### config.mk
export PLATFORM = sky130hd
export DESIGN_NAME = srecord_stream_loader_unit
export DESIGN_NICKNAME = d
export VERILOG_FILES = /design/src/hdl/srl_pkg.sv /design/src/hdl/srl_parser.sv /design/src/hdl/srecord_stream_loader_unit.sv
export SDC_FILE = /design/constraint.sdc
export NUM_CORES = 1
export LEC_CHECK = 0
export ABC_AREA = 1
export BUFFER_PORTS_ARGS = -buffer_cell sky130_fd_sc_hd__buf_2
export CAP_MARGIN = 20
export CORE_MARGIN = 2
export CORE_UTILIZATION = 61
export DETAILED_ROUTE_END_ITERATION = 10
export GPL_TIMING_DRIVEN = 0
export HOLD_SLACK_MARGIN = 0.08
export MAX_ROUTING_LAYER = met4
export PLACE_DENSITY = 0.81
export REMOVE_ABC_BUFFERS = 1
export SYNTH_ARGS = -nofsm -noshare
export SYNTH_HDL_FRONTEND = slang
export SYNTH_SLANG_ARGS = --single-unit
### constraint.sdc
create_clock -name clk -period 7.17 [get_ports clk]
set_input_delay 0.3585 -clock clk [delete_from_list [all_inputs] [get_ports clk]]
set_output_delay 0.3585 -clock clk [all_outputs]
set_load 0.1 [all_outputs]
### src/hdl/srl_pkg.sv
// ----------------------------------------------------------------------------
// srl_pkg
// Types, character codes and event codes shared by the S-record loader.
// ----------------------------------------------------------------------------
`default_nettype none

package srl_pkg;

	typedef enum logic [3:0] {
		PH_WAIT      = 4'd0,
		PH_ABORT_CR  = 4'd1,
		PH_TYPE      = 4'd2,
		PH_SKIP_LINE = 4'd3,
		PH_END_EOL   = 4'd4,
		PH_COUNT     = 4'd5,
		PH_ADDRESS   = 4'd6,
		PH_DATA      = 4'd7,
		PH_CHECKSUM  = 4'd8,
		PH_TRAILER   = 4'd9,
		PH_FINISHED  = 4'd10
	} phase_t;

	localparam logic [2:0] EV_DATA     = 3'd0;
	localparam logic [2:0] EV_FILL     = 3'd1;
	localparam logic [2:0] EV_DONE     = 3'd2;
	localparam logic [2:0] EV_ABORT    = 3'd3;
	localparam logic [2:0] EV_ADDR_ERR = 3'd4;

	localparam logic [7:0] CH_CR     = 8'h0D;
	localparam logic [7:0] CH_LF     = 8'h0A;
	localparam logic [7:0] CH_DOT    = 8'h2E;
	localparam logic [7:0] CH_S_UP   = 8'h53;
	localparam logic [7:0] CH_S_LO   = 8'h73;
	localparam logic [7:0] CH_0      = 8'h30;
	localparam logic [7:0] CH_1      = 8'h31;
	localparam logic [7:0] CH_2      = 8'h32;
	localparam logic [7:0] CH_3      = 8'h33;
	localparam logic [7:0] CH_7      = 8'h37;
	localparam logic [7:0] CH_8      = 8'h38;
	localparam logic [7:0] CH_9      = 8'h39;
	localparam logic [7:0] FILL_BYTE = 8'hFF;

	typedef struct packed {
		logic [2:0]  event_res;
		logic [31:0] offset;
		logic [7:0]  byte_value;
		logic [31:0] run_length;
		logic        bad_type;
	} result_t;

	// Anything that is not a hex digit reads as zero.
	function automatic logic [3:0] hex_nibble(input logic [7:0] c);
		logic [3:0] n;
		n = 4'd0;
		if (c >= 8'h30 && c <= 8'h39) n = 4'(c - 8'h30);
		else if (c >= 8'h41 && c <= 8'h46) n = 4'(c - 8'h37);
		else if (c >= 8'h61 && c <= 8'h66) n = 4'(c - 8'h57);
		return n;
	endfunction

endpackage

`default_nettype wire

### src/hdl/srl_parser.sv
// ----------------------------------------------------------------------------
// srl_parser
// Record state machine: consumes one character per step, updates the parse
// registers and produces at most one result for that character.
// ----------------------------------------------------------------------------
`default_nettype none

module srl_parser (
	input  wire logic              clk,
	input  wire logic              arst_n,
	input  wire logic              cfg_wr_en,
	input  wire logic [31:0]       cfg_wr_data,
	input  wire logic              step_en,
	input  wire logic [7:0]        step_char,
	output logic                   res_valid,
	output srl_pkg::result_t       res
);

	srl_pkg::phase_t phase_q, phase_d;
	logic [2:0]  abc_q, abc_d;
	logic [3:0]  hdc_q, hdc_d;
	logic [31:0] asm_q, asm_d;
	logic [31:0] next_addr_q, next_addr_d;
	logic [7:0]  left_q, left_d;
	logic [31:0] img_len_q, img_len_d;
	logic        bad_q, bad_d;

	logic [31:0] asm_shift;
	logic [3:0]  hdc_inc;
	logic [3:0]  digits;
	logic        field_done;
	logic [7:0]  v8;
	logic [7:0]  abc_p1;

	always_ff @(posedge clk or negedge arst_n) begin
		if (!arst_n) begin
			phase_q     <= srl_pkg::PH_WAIT;
			abc_q       <= 3'd0;
			hdc_q       <= 4'd0;
			asm_q       <= 32'd0;
			next_addr_q <= 32'd0;
			left_q      <= 8'd0;
			img_len_q   <= 32'd0;
			bad_q       <= 1'b0;
		end else if (cfg_wr_en) begin
			// A base write restarts the load from the new base.
			phase_q     <= srl_pkg::PH_WAIT;
			abc_q       <= 3'd0;
			hdc_q       <= 4'd0;
			asm_q       <= 32'd0;
			next_addr_q <= cfg_wr_data;
			left_q      <= 8'd0;
			img_len_q   <= 32'd0;
			bad_q       <= 1'b0;
		end else if (step_en) begin
			phase_q     <= phase_d;
			abc_q       <= abc_d;
			hdc_q       <= hdc_d;
			asm_q       <= asm_d;
			next_addr_q <= next_addr_d;
			left_q      <= left_d;
			img_len_q   <= img_len_d;
			bad_q       <= bad_d;
		end
	end

	assign asm_shift  = {asm_q[27:0], srl_pkg::hex_nibble(step_char)};
	assign hdc_inc    = hdc_q + 4'd1;
	assign digits     = (phase_q == srl_pkg::PH_ADDRESS) ? {abc_q, 1'b0} : 4'd2;
	assign field_done = (hdc_inc >= digits);
	assign v8         = asm_shift[7:0];
	assign abc_p1     = {5'd0, abc_q} + 8'd1;

	always_comb begin
		phase_d     = phase_q;
		abc_d       = abc_q;
		hdc_d       = hdc_q;
		asm_d       = asm_q;
		next_addr_d = next_addr_q;
		left_d      = left_q;
		img_len_d   = img_len_q;
		bad_d       = bad_q;
		res_valid   = 1'b0;
		res         = '0;

		case (phase_q)
			srl_pkg::PH_WAIT: begin
				if (step_char == srl_pkg::CH_DOT) begin
					phase_d = srl_pkg::PH_ABORT_CR;
				end else if (step_char == srl_pkg::CH_S_UP || step_char == srl_pkg::CH_S_LO) begin
					phase_d = srl_pkg::PH_TYPE;
				end
			end
			srl_pkg::PH_ABORT_CR: begin
				if (step_char == srl_pkg::CH_CR) begin
					phase_d       = srl_pkg::PH_FINISHED;
					res_valid     = 1'b1;
					res.event_res = srl_pkg::EV_ABORT;
				end
			end
			srl_pkg::PH_TYPE: begin
				hdc_d = 4'd0;
				asm_d = 32'd0;
				if (step_char == srl_pkg::CH_0) begin
					phase_d = srl_pkg::PH_SKIP_LINE;
				end else if (step_char == srl_pkg::CH_1) begin
					abc_d   = 3'd2;
					phase_d = srl_pkg::PH_COUNT;
				end else if (step_char == srl_pkg::CH_2) begin
					abc_d   = 3'd3;
					phase_d = srl_pkg::PH_COUNT;
				end else if (step_char == srl_pkg::CH_3) begin
					abc_d   = 3'd4;
					phase_d = srl_pkg::PH_COUNT;
				end else if (step_char == srl_pkg::CH_7 || step_char == srl_pkg::CH_8
						|| step_char == srl_pkg::CH_9) begin
					bad_d   = 1'b0;
					phase_d = srl_pkg::PH_END_EOL;
				end else begin
					bad_d   = 1'b1;
					phase_d = srl_pkg::PH_END_EOL;
				end
			end
			srl_pkg::PH_SKIP_LINE: begin
				if (step_char == srl_pkg::CH_CR || step_char == srl_pkg::CH_LF) begin
					phase_d = srl_pkg::PH_WAIT;
				end
			end
			srl_pkg::PH_END_EOL: begin
				if (step_char == srl_pkg::CH_CR || step_char == srl_pkg::CH_LF) begin
					phase_d        = srl_pkg::PH_FINISHED;
					res_valid      = 1'b1;
					res.event_res  = srl_pkg::EV_DONE;
					res.run_length = img_len_q;
					res.bad_type   = bad_q;
				end
			end
			srl_pkg::PH_COUNT: begin
				asm_d = asm_shift;
				hdc_d = field_done ? 4'd0 : hdc_inc;
				if (field_done) begin
					// Data byte count is the record count less address and checksum.
					left_d  = (v8 > abc_p1) ? (v8 - abc_p1) : 8'd0;
					asm_d   = 32'd0;
					phase_d = srl_pkg::PH_ADDRESS;
				end
			end
			srl_pkg::PH_ADDRESS: begin
				asm_d = asm_shift;
				hdc_d = field_done ? 4'd0 : hdc_inc;
				if (field_done) begin
					asm_d   = 32'd0;
					phase_d = (left_q != 8'd0) ? srl_pkg::PH_DATA : srl_pkg::PH_CHECKSUM;
					if (asm_shift < next_addr_q) begin
						phase_d       = srl_pkg::PH_FINISHED;
						res_valid     = 1'b1;
						res.event_res = srl_pkg::EV_ADDR_ERR;
						res.offset    = img_len_q;
					end else if (asm_shift != next_addr_q) begin
						res_valid      = 1'b1;
						res.event_res  = srl_pkg::EV_FILL;
						res.offset     = img_len_q;
						res.byte_value = srl_pkg::FILL_BYTE;
						res.run_length = asm_shift - next_addr_q;
						img_len_d      = img_len_q + (asm_shift - next_addr_q);
						next_addr_d    = asm_shift;
					end
				end
			end
			srl_pkg::PH_DATA: begin
				asm_d = asm_shift;
				hdc_d = field_done ? 4'd0 : hdc_inc;
				if (field_done) begin
					asm_d          = 32'd0;
					img_len_d      = img_len_q + 32'd1;
					next_addr_d    = next_addr_q + 32'd1;
					left_d         = left_q - 8'd1;
					if (left_q == 8'd1) phase_d = srl_pkg::PH_CHECKSUM;
					res_valid      = 1'b1;
					res.event_res  = srl_pkg::EV_DATA;
					res.offset     = img_len_q;
					res.byte_value = v8;
				end
			end
			srl_pkg::PH_CHECKSUM: begin
				asm_d = asm_shift;
				hdc_d = field_done ? 4'd0 : hdc_inc;
				if (field_done) begin
					asm_d   = 32'd0;
					phase_d = srl_pkg::PH_TRAILER;
				end
			end
			srl_pkg::PH_TRAILER: begin
				phase_d = srl_pkg::PH_WAIT;
			end
			default: begin
				phase_d = srl_pkg::PH_FINISHED;
			end
		endcase
	end

endmodule

`default_nettype wire

### src/hdl/srecord_stream_loader_unit.sv
// A character accepted into the input register steps the parser, and
// its result (if any) goes to the output register: two register stages.
// Throughput: one character per cycle while the output register is free or
// draining; record state updates in a single parser step, which sets the rate.
// Reset: arst_n clears all parse state, the base address reads as zero,
// and both the input and the output register come up empty.
// ----------------------------------------------------------------------------
// srecord_stream_loader_unit
// Motorola S-record character stream to image write requests.
// ----------------------------------------------------------------------------
`default_nettype none

module srecord_stream_loader_unit (
	input  wire logic        clk,
	input  wire logic        arst_n,
	input  wire logic        cfg_wr_en,
	input  wire logic [31:0] cfg_wr_data,
	input  wire logic        s_axis_tvalid,
	output logic             s_axis_tready,
	input  wire logic [7:0]  s_axis_tdata,   // [7:0] character
	output logic             m_axis_tvalid,
	input  wire logic        m_axis_tready,
	output logic [71:0]      m_axis_tdata,   // [31:0] offset, [39:32] byte_value,
	                                         // [71:40] run_length
	output logic [3:0]       m_axis_tuser    // [2:0] event_res, [3] bad_type
);

	logic                valid_s1;
	logic [7:0]          char_s1;
	logic                advance;
	logic                res_valid;
	srl_pkg::result_t    res;
	logic                out_valid_q;
	srl_pkg::result_t    out_q;

	// The parser steps when the input register holds a character and the output register is free or being drained.
	assign advance       = valid_s1 && (!out_valid_q || m_axis_tready);
	assign s_axis_tready = !valid_s1 || advance;

	always_ff @(posedge clk or negedge arst_n) begin
		if (!arst_n) begin
			valid_s1 <= 1'b0;
		end else if (s_axis_tready) begin
			valid_s1 <= s_axis_tvalid;
		end
	end

	always_ff @(posedge clk) begin
		if (s_axis_tvalid && s_axis_tready) begin
			char_s1 <= s_axis_tdata;
		end
	end

	srl_parser u_parser (
		.clk         (clk),
		.arst_n      (arst_n),
		.cfg_wr_en   (cfg_wr_en),
		.cfg_wr_data (cfg_wr_data),
		.step_en     (advance),
		.step_char   (char_s1),
		.res_valid   (res_valid),
		.res         (res)
	);

	always_ff @(posedge clk or negedge arst_n) begin
		if (!arst_n) begin
			out_valid_q <= 1'b0;
		end else if (advance) begin
			out_valid_q <= res_valid;
		end else if (m_axis_tready) begin
			out_valid_q <= 1'b0;
		end
	end

	always_ff @(posedge clk) begin
		if (advance && res_valid) begin
			out_q <= res;
		end
	end

	assign m_axis_tvalid = out_valid_q;
	assign m_axis_tdata  = {out_q.run_length, out_q.byte_value, out_q.offset};
	assign m_axis_tuser  = {out_q.bad_type, out_q.event_res};

	a_event_range: assert property (@(posedge clk) disable iff (!arst_n)
		m_axis_tvalid |-> (m_axis_tuser[2:0] <= srl_pkg::EV_ADDR_ERR))
		else $error("event code out of range");

	a_fill_shape: assert property (@(posedge clk) disable iff (!arst_n)
		(m_axis_tvalid && m_axis_tuser[2:0] == srl_pkg::EV_FILL)
		|-> (m_axis_tdata[71:40] != 32'd0 && m_axis_tdata[39:32] == srl_pkg::FILL_BYTE))
		else $error("fill request with empty run or wrong fill byte");

	a_bad_only_done: assert property (@(posedge clk) disable iff (!arst_n)
		(m_axis_tvalid && m_axis_tuser[2:0] != srl_pkg::EV_DONE) |-> !m_axis_tuser[3])
		else $error("bad type flag outside a done request");

	a_s1_holds: assert property (@(posedge clk) disable iff (!arst_n)
		(valid_s1 && !advance) |=> (valid_s1 && $stable(char_s1)))
		else $error("input register lost a character while stalled");

endmodule

`default_nettype wire
# Word level (Yosys, flattened, before mapping)
# Cells that the tools add are included.
# Widths: inputs -> output; s select.
[totals]
ff_bits = 198
in_bits = 45
out_inout_bits = 78
wordCells = 191
[classes]
addsub = 11
magnitude_cmp = 9
n_eq_ne = 38
mux = 86
n_reduce_logical = 31
[ops]
columns = ["cell", "n"]
rows = [
  ["$mux 32", 12],
  ["$pmux 32 s2", 3],
  ["$mux 4", 24],
  ["$mux 28", 3],
  ["$mux 40", 2],
  ["$pmux 40 s2", 1],
  ["$mux 75", 1],
  ["$mux 73", 1],
  ["$add 32x1->32 const B", 2],
  ["$eq 8x6->1 const B", 8],
  ["$pmux 28 s2", 1],
  ["$mux 8", 5],
  ["$pmux 4 s10", 1],
  ["$mux 35", 1],
  ["$mux 33", 1],
  ["$add 32x32->32", 1],
  ["$lt 32x32->1", 1],
  ["$ne 32x32->1", 1],
  ["$sub 32x32->32", 1],
  ["$ne 3x2->1 const B", 8],
  ["$mux 3", 7],
  ["$mux 1", 17],
  ["$eq 4x3->1 const B", 4],
  ["$eq 8x4->1 const B", 2],
  ["other kinds (38)", 67],
]

# Logic depth before layout (Yosys ltp)
[logic_depth]
ltp_word = 13
ltp_mapped = 38
ltp_nobuf = 38

# Cells and area by module
# From an unflattened synthesis, not the netlist that was laid out.
[unflattened]
cells_unflattened = 1926
hier_area_um2 = 14203.6
[by_module_without_submodules]
columns = ["mod", "instances", "cells_per_inst", "area_per_inst_um2", "seq_area_each_um2"]
rows = [
  ["srl_parser", 1, 1827, 11574.9, 2802.7],
  ["srecord_stream_loader_unit", 1, 99, 2628.8, 2572.5],
]

# Least setup slack after synthesis
# Ideal clock, no wire load.
[synth_timing]
path_kind = "register -> register"
from = "register char_s1[1]"
to = "register out_q (netlist bit m_axis_tdata[0]), enable pin"
setup_ns = 0.430
arrival_time_ns = 4.537
required_ns = 6.740
setup_slack_ns = 2.203
path_stages_with_launch = 27
path_buffers = 0
period_less_slack_ns = 4.967
path_cell_list = "edfxtp_1 -> inv_1 -> ha_1 -> inv_1 -> nor2_1 -> nand2_1 -> o21ai_0 -> o21ai_1 -> o21ai_1 -> ha_1 -> inv_1 -> fa_1 -> nand2_1 -> clkinv_1 -> nand2_1 -> nand2_2 -> nand2_2 -> nand2_2 -> nand2_2 -> nand2_2 -> nand2_2 -> nand2_4 -> inv_1 -> nand2_1 -> nand2_1 -> o21ai_0 -> inv_1"
[synth_via]
elab_chain_cells = 11
word_cells_on_any_way = 27
cone_classes = "3 x add/sub; 7 x order compare; 3 x eq/ne; 9 x mux; 5 x reduce/logical"
[synth_lines]
columns = ["item", "line", "source"]
rows = [
  ["start: declaration", "srecord_stream_loader_unit.sv:29", "logic [7:0] char_s1;"],
  ["start signal: assignment", "srecord_stream_loader_unit.sv:50", "char_s1 <= s_axis_tdata;"],
  ["branches (longest 9 deep; another with $lt 32x32->1)", "n/a", ""],
  ["$pmux 1 s4 (*)", "srl_parser.sv:86", "case (phase_q)"],
  ["$logic_and 1x1->1 (*)", "srecord_stream_loader_unit.sv:76", "if (advance && res_valid) begin"],
  ["end signal: assignment", "srecord_stream_loader_unit.sv:77", "out_q <= res;"],
  ["end: declaration", "srecord_stream_loader_unit.sv:34", "srl_pkg::result_t out_q;"],
]
# Mark *: on every way between the ends.
# A chain may end at the register's enable or synchronous reset.

# Worst setup path after layout
[layout_timing]
from = "register char_s1[1]"
to = "register u_parser.img_len_q[31]"
[layout_via]
elab_chain_cells = 13
word_cells_on_any_way = 28
cone_classes = "5 x add/sub; 7 x order compare; 3 x eq/ne; 9 x mux; 4 x reduce/logical"
[layout_lines]
columns = ["item", "line", "source"]
rows = [
  ["$ge 8x7->1 / $le 8x7->1 (equally long branches)", "srl_pkg.sv:57", "else if (c >= 8'h61 && c <= 8'h66) n = 4'(c - 8'h57);"],
  ["$logic_and 1x1->1", "srl_pkg.sv:57", ""],
  ["$mux 4", "srl_pkg.sv:57", ""],
  ["$mux 4", "srl_pkg.sv:56", "else if (c >= 8'h41 && c <= 8'h46) n = 4'(c - 8'h37);"],
  ["$mux 4 (*)", "srl_pkg.sv:55", "if (c >= 8'h30 && c <= 8'h39) n = 4'(c - 8'h30);"],
  ["$sub 32x32->32", "srl_parser.sv:165", "img_len_d = img_len_q + (asm_shift - next_addr_q);"],
  ["$add 32x32->32", "srl_parser.sv:165", ""],
  ["$mux 32", "srl_parser.sv:159", "end else if (asm_shift != next_addr_q) begin"],
  ["$mux 32", "srl_parser.sv:154", "if (asm_shift < next_addr_q) begin"],
  ["$mux 32", "srl_parser.sv:151", "if (field_done) begin"],
  ["$pmux 32 s2", "srl_parser.sv:86", ""],
  ["$mux 32", "srl_parser.sv:55", "end else if (step_en) begin"],
  ["$mux 32", "srl_parser.sv:45", "end else if (cfg_wr_en) begin"],
  ["end signal: assignment", "srl_parser.sv:62", "img_len_q <= img_len_d;"],
  ["end: declaration", "srl_parser.sv:25", "logic [31:0] img_len_q, img_len_d;"],
]
# Every way passes the cells marked *; elsewhere a longest branch is shown, timed or not. The select of a mux whose other input is x is not followed.

==> results.md <==
- IO Port Bufs: around 120
- I/O pin total: 123
- Reg power frac: 32.4%
- Starting Density: approximately 62%
- Nets: 2,106
- Routed Antenna Nets: 0
- Comb pwr share: roughly 45%
- GRT Residual Overflow: 0
- Switching share of total power: approximately 44%
- Actual slew at the worst max-slew pin: 1.08 ns
- Register area share after synthesis: around two fifths
- Clock tree buffer depth: 2
- Mapped Cells: 1,865
- DP HPWL: 31,200 µm
- CTS Buf Count: 17
- Clk pwr share: ~22%
- Min Tclk post-route: around 6.1 ns
- Final count of negative-setup-slack endpoints: 0
- Die area: 24,400 µm²
- Worst EP required: roughly 7.5 ns
- Yosys reg bits: between 150 and 200
- Multi-input logic area: 7550 µm²
- Final hold vios: 0
- Synth cell types: 56
- GRT Resource Usage Total: between 30% and 40%
- Worst setup EP type: flop
- RD Place Congestion: 1.02
- Class of the worst hold path: primary input to flop
- Pint: ~0.0024 W
- Max-Cap Viols: 0
- First-pass GRT wire length: 65,700 µm
- Drt total wl: 41,200 µm
- Crit share post-route: 85.7%
- Peak VDD IR: 150 µV
- Leak: 7.57 nW
- Synth warn: 0
- Worst setup SP type: flop
- Area delta synth->final: 10.4%
- FP Rows: 55
- Pwr/cell area: 272 nW/µm²
- Relative slew slack: 27.7%
- Slowest CP cell: o21ai_1
- Unrepaired setup endpoints after global routing: no
- Stages on worst setup path: 33
- Commonest non-fill, non-tap cell in the layout: nand2_1
- Cell mode on critical path: nand2_1
- Clock skew: 0.0172 ns
- Antenna Cells: 0
- Synthesized area: 14,100 µm²
- Core Area: 22,700 µm²
- DIE HEIGHT: around 160 µm
- Net switching power: 0.00185 W
- Reg2reg start: char_s1[1]$_DFFE_PP_
- Filler cells: 1,963
- DRT iter0 DRCs: 1,191
- DRC errors left: 0
- Pin count of the biggest net entering global routing: roughly 80
- Final Util: approximately 69%
- Clock-pin slew on the worst setup and hold paths: 0.08 ns
- Via density: 5.92
- Smallest hold slack: 0.0906 ns
- R2r worst-path depth: 33
- Buf+Inv Stages, Crit Path: 6
- Commonest cells after routing, fill and taps aside: 413 x nand2_1, 245 x inv_1, 207 x nor2_1, 129 x o21ai_0, 121 x buf_2
- RR Endpoint: u_parser.img_len_q[31]$_DFFE_PN0P_
- Setup TNS Final: 0 ns
- Post CTS Setup Buffer Count: 0
- Fin area: 15,600 µm²
- Crit path kind: flop to flop
- WL per Instance: approximately 18 µm
- CTS Sinks: 198
- Layout cell share with drive strength beyond 1: 12.3%
- CTS Root Cell: clkbuf_16
- CTS tree: done
- Number of global-route vias before repair: ~13,000
- Clock latency at the later pin of the worst-skew pair: about 0.45 ns
- Hold Crit Depth: 1
- Placed cell areas: 15,000 µm²
- Largest stage delay, worst path: 0.59 ns
- WHS Endpoint: char_s1[0]$_DFFE_PP_
- Worst hold path startpoint: s_axis_tdata[0]
- CP delay by family, top: compound AO/OA/AOI/OAI gates
- Pins Over Slew Limit: 0
- Mean post-synth cell area: 7.58 µm²
- CP Data Arrival Time: about 6.5 ns
- Reg2Reg Setup Slack: roughly 1 ns
- Pre-Repair DR Iteration Count: 5
- Outcome: finished, final reports clean
- CTS H-Tree Depth: 4
- Register Area: 5380 µm²
- Initial antenna violation count: 0
- Worst-path maximum fanout: 7
- Max Fclk: between 0.15 and 0.2 GHz
- Via count: 13,500
- Die Wd: 156 µm
[metal layers]
metal	share of wire, %	GRT usage [%]	up-vias
met4	3.1	12.8	0
li1	-	-	6448
met3	7.9	4.54	90
met1	42	46.6	6276
met2	47	57.3	647
met5	0	-	-
[cell type report]
class                   instances  share of cell area, %
inverters                     257                   6.20
repair buffers                135                   5.22
flip-flops and latches        198                   34.4
well taps                     285                   2.28
clock buffers                  19                   2.77
clock inverters                13                  0.745
multi-input cells            1368                   48.3
[sequential cells by signal, summed over array words and instances, names as in the netlist]
name,cells
char_s1,8
m_axis_tdata,72
m_axis_tuser,4
m_axis_tvalid,1
u_parser.abc_q,3
u_parser.asm_q,28
u_parser.bad_q,1
u_parser.hdc_q,4
u_parser.img_len_q,32
u_parser.left_q,8
u_parser.next_addr_q,32
u_parser.phase_q,4
valid_s1,1
[cells in the mapped netlist (all sizes together)]
library cell  instances  area share, %
a211oi                2           0.11
a21boi                2           0.11
a21o                  6           0.32
a21oi               114            4.2
a221oi                1          0.062
a22o                  2           0.12
a22oi                 1          0.053
a31oi                 3           0.13
a32oi                 1          0.062
and2                  1          0.044
and3                  2          0.088
buf                  27            1.4
clkbuf               15           0.40
clkinv                2          0.053
dfrtp               114             20
edfxtp               84             18
fa                    3           0.42
ha                   81            7.2
inv                 255            6.8
nand2               439             12
nand3                87            3.1
nand3b                6           0.32
nand4                22           0.97
nor2                221            6.4
nor3                 33            1.2
nor3b                 2           0.11
nor4                 11           0.53
o211ai               15           0.80
o21a                  4           0.21
o21ai               152            5.7
o21bai                8           0.42
o221ai                1          0.062
o22ai                73            4.0
o31ai                 2           0.11
o32ai                 2           0.12
or2                   3           0.13
or3                   1          0.044
xnor2                28            1.7
xor2                 39            2.4
[cells by family (layout without fill, tap and decap cells)]
kind of cell | Yosys count | after routing | share of synthesized area (%)
buffers and inverters | 299 | 424 | 8.60
adder cells (fa/ha/maj) | 84 | 84 | 7.59
AO/OA/AOI/OAI | 389 | 389 | 16.5
AND/OR/NAND/NOR | 828 | 828 | 25.1
XOR/XNOR | 67 | 67 | 4.15
flip-flops | 198 | 198 | 38.0
[power by group through the flow]
stage / clock network, W / logic [W] / registers [W]
final: 0.000950 / 0.00192 / 0.00138
after global routing: 0.000985 / 0.00212 / 0.00139
after CTS: 0.000946 / 0.00187 / 0.00137
after detailed placement: 0 / 0.00186 / 0.00140
after global placement: 0 / 0.00182 / 0.00139
after floorplan: 0 / 0.00141 / 0.00137
[stage by stage]
| stage | power, W | cells | worst slack [ns] |
|---|---|---|---|
| after detailed placement | 0.00326 | 2234 | 1.23 |
| final | 0.00425 | 2275 | 1.03 |
| after global placement | 0.00321 | 2230 | 0.923 |
| after floorplan | 0.00278 | 1823 | 2.20 |
| after CTS | 0.00419 | 2274 | 1.20 |
| after global routing | 0.00449 | 2275 | 0.576 |
[timing repair]
action	4_1_cts	5_1_grt
hold buffers	8	0
hold endpoints to repair	53	0
resized for setup	0	0
[worst max path at each step]
stage	startpoint	end	slack [ns]
finish	char_s1[1]$_DFFE_PP_	u_parser.img_len_q[31]$_DFFE_PN0P_	1.03
global route	char_s1[1]$_DFFE_PP_	u_parser.img_len_q[31]$_DFFE_PN0P_	0.58
CTS	char_s1[1]$_DFFE_PP_	u_parser.img_len_q[31]$_DFFE_PN0P_	1.20
detailed placement	char_s1[1]$_DFFE_PP_	u_parser.img_len_q[31]$_DFFE_PN0P_	1.23
global placement	char_s1[1]$_DFFE_PP_	m_axis_tdata[62]$_DFFE_PP_	0.92
floorplan	char_s1[1]$_DFFE_PP_	m_axis_tdata[0]$_DFFE_PP_	2.20
Note: power is estimated with default switching activity, not from simulation.
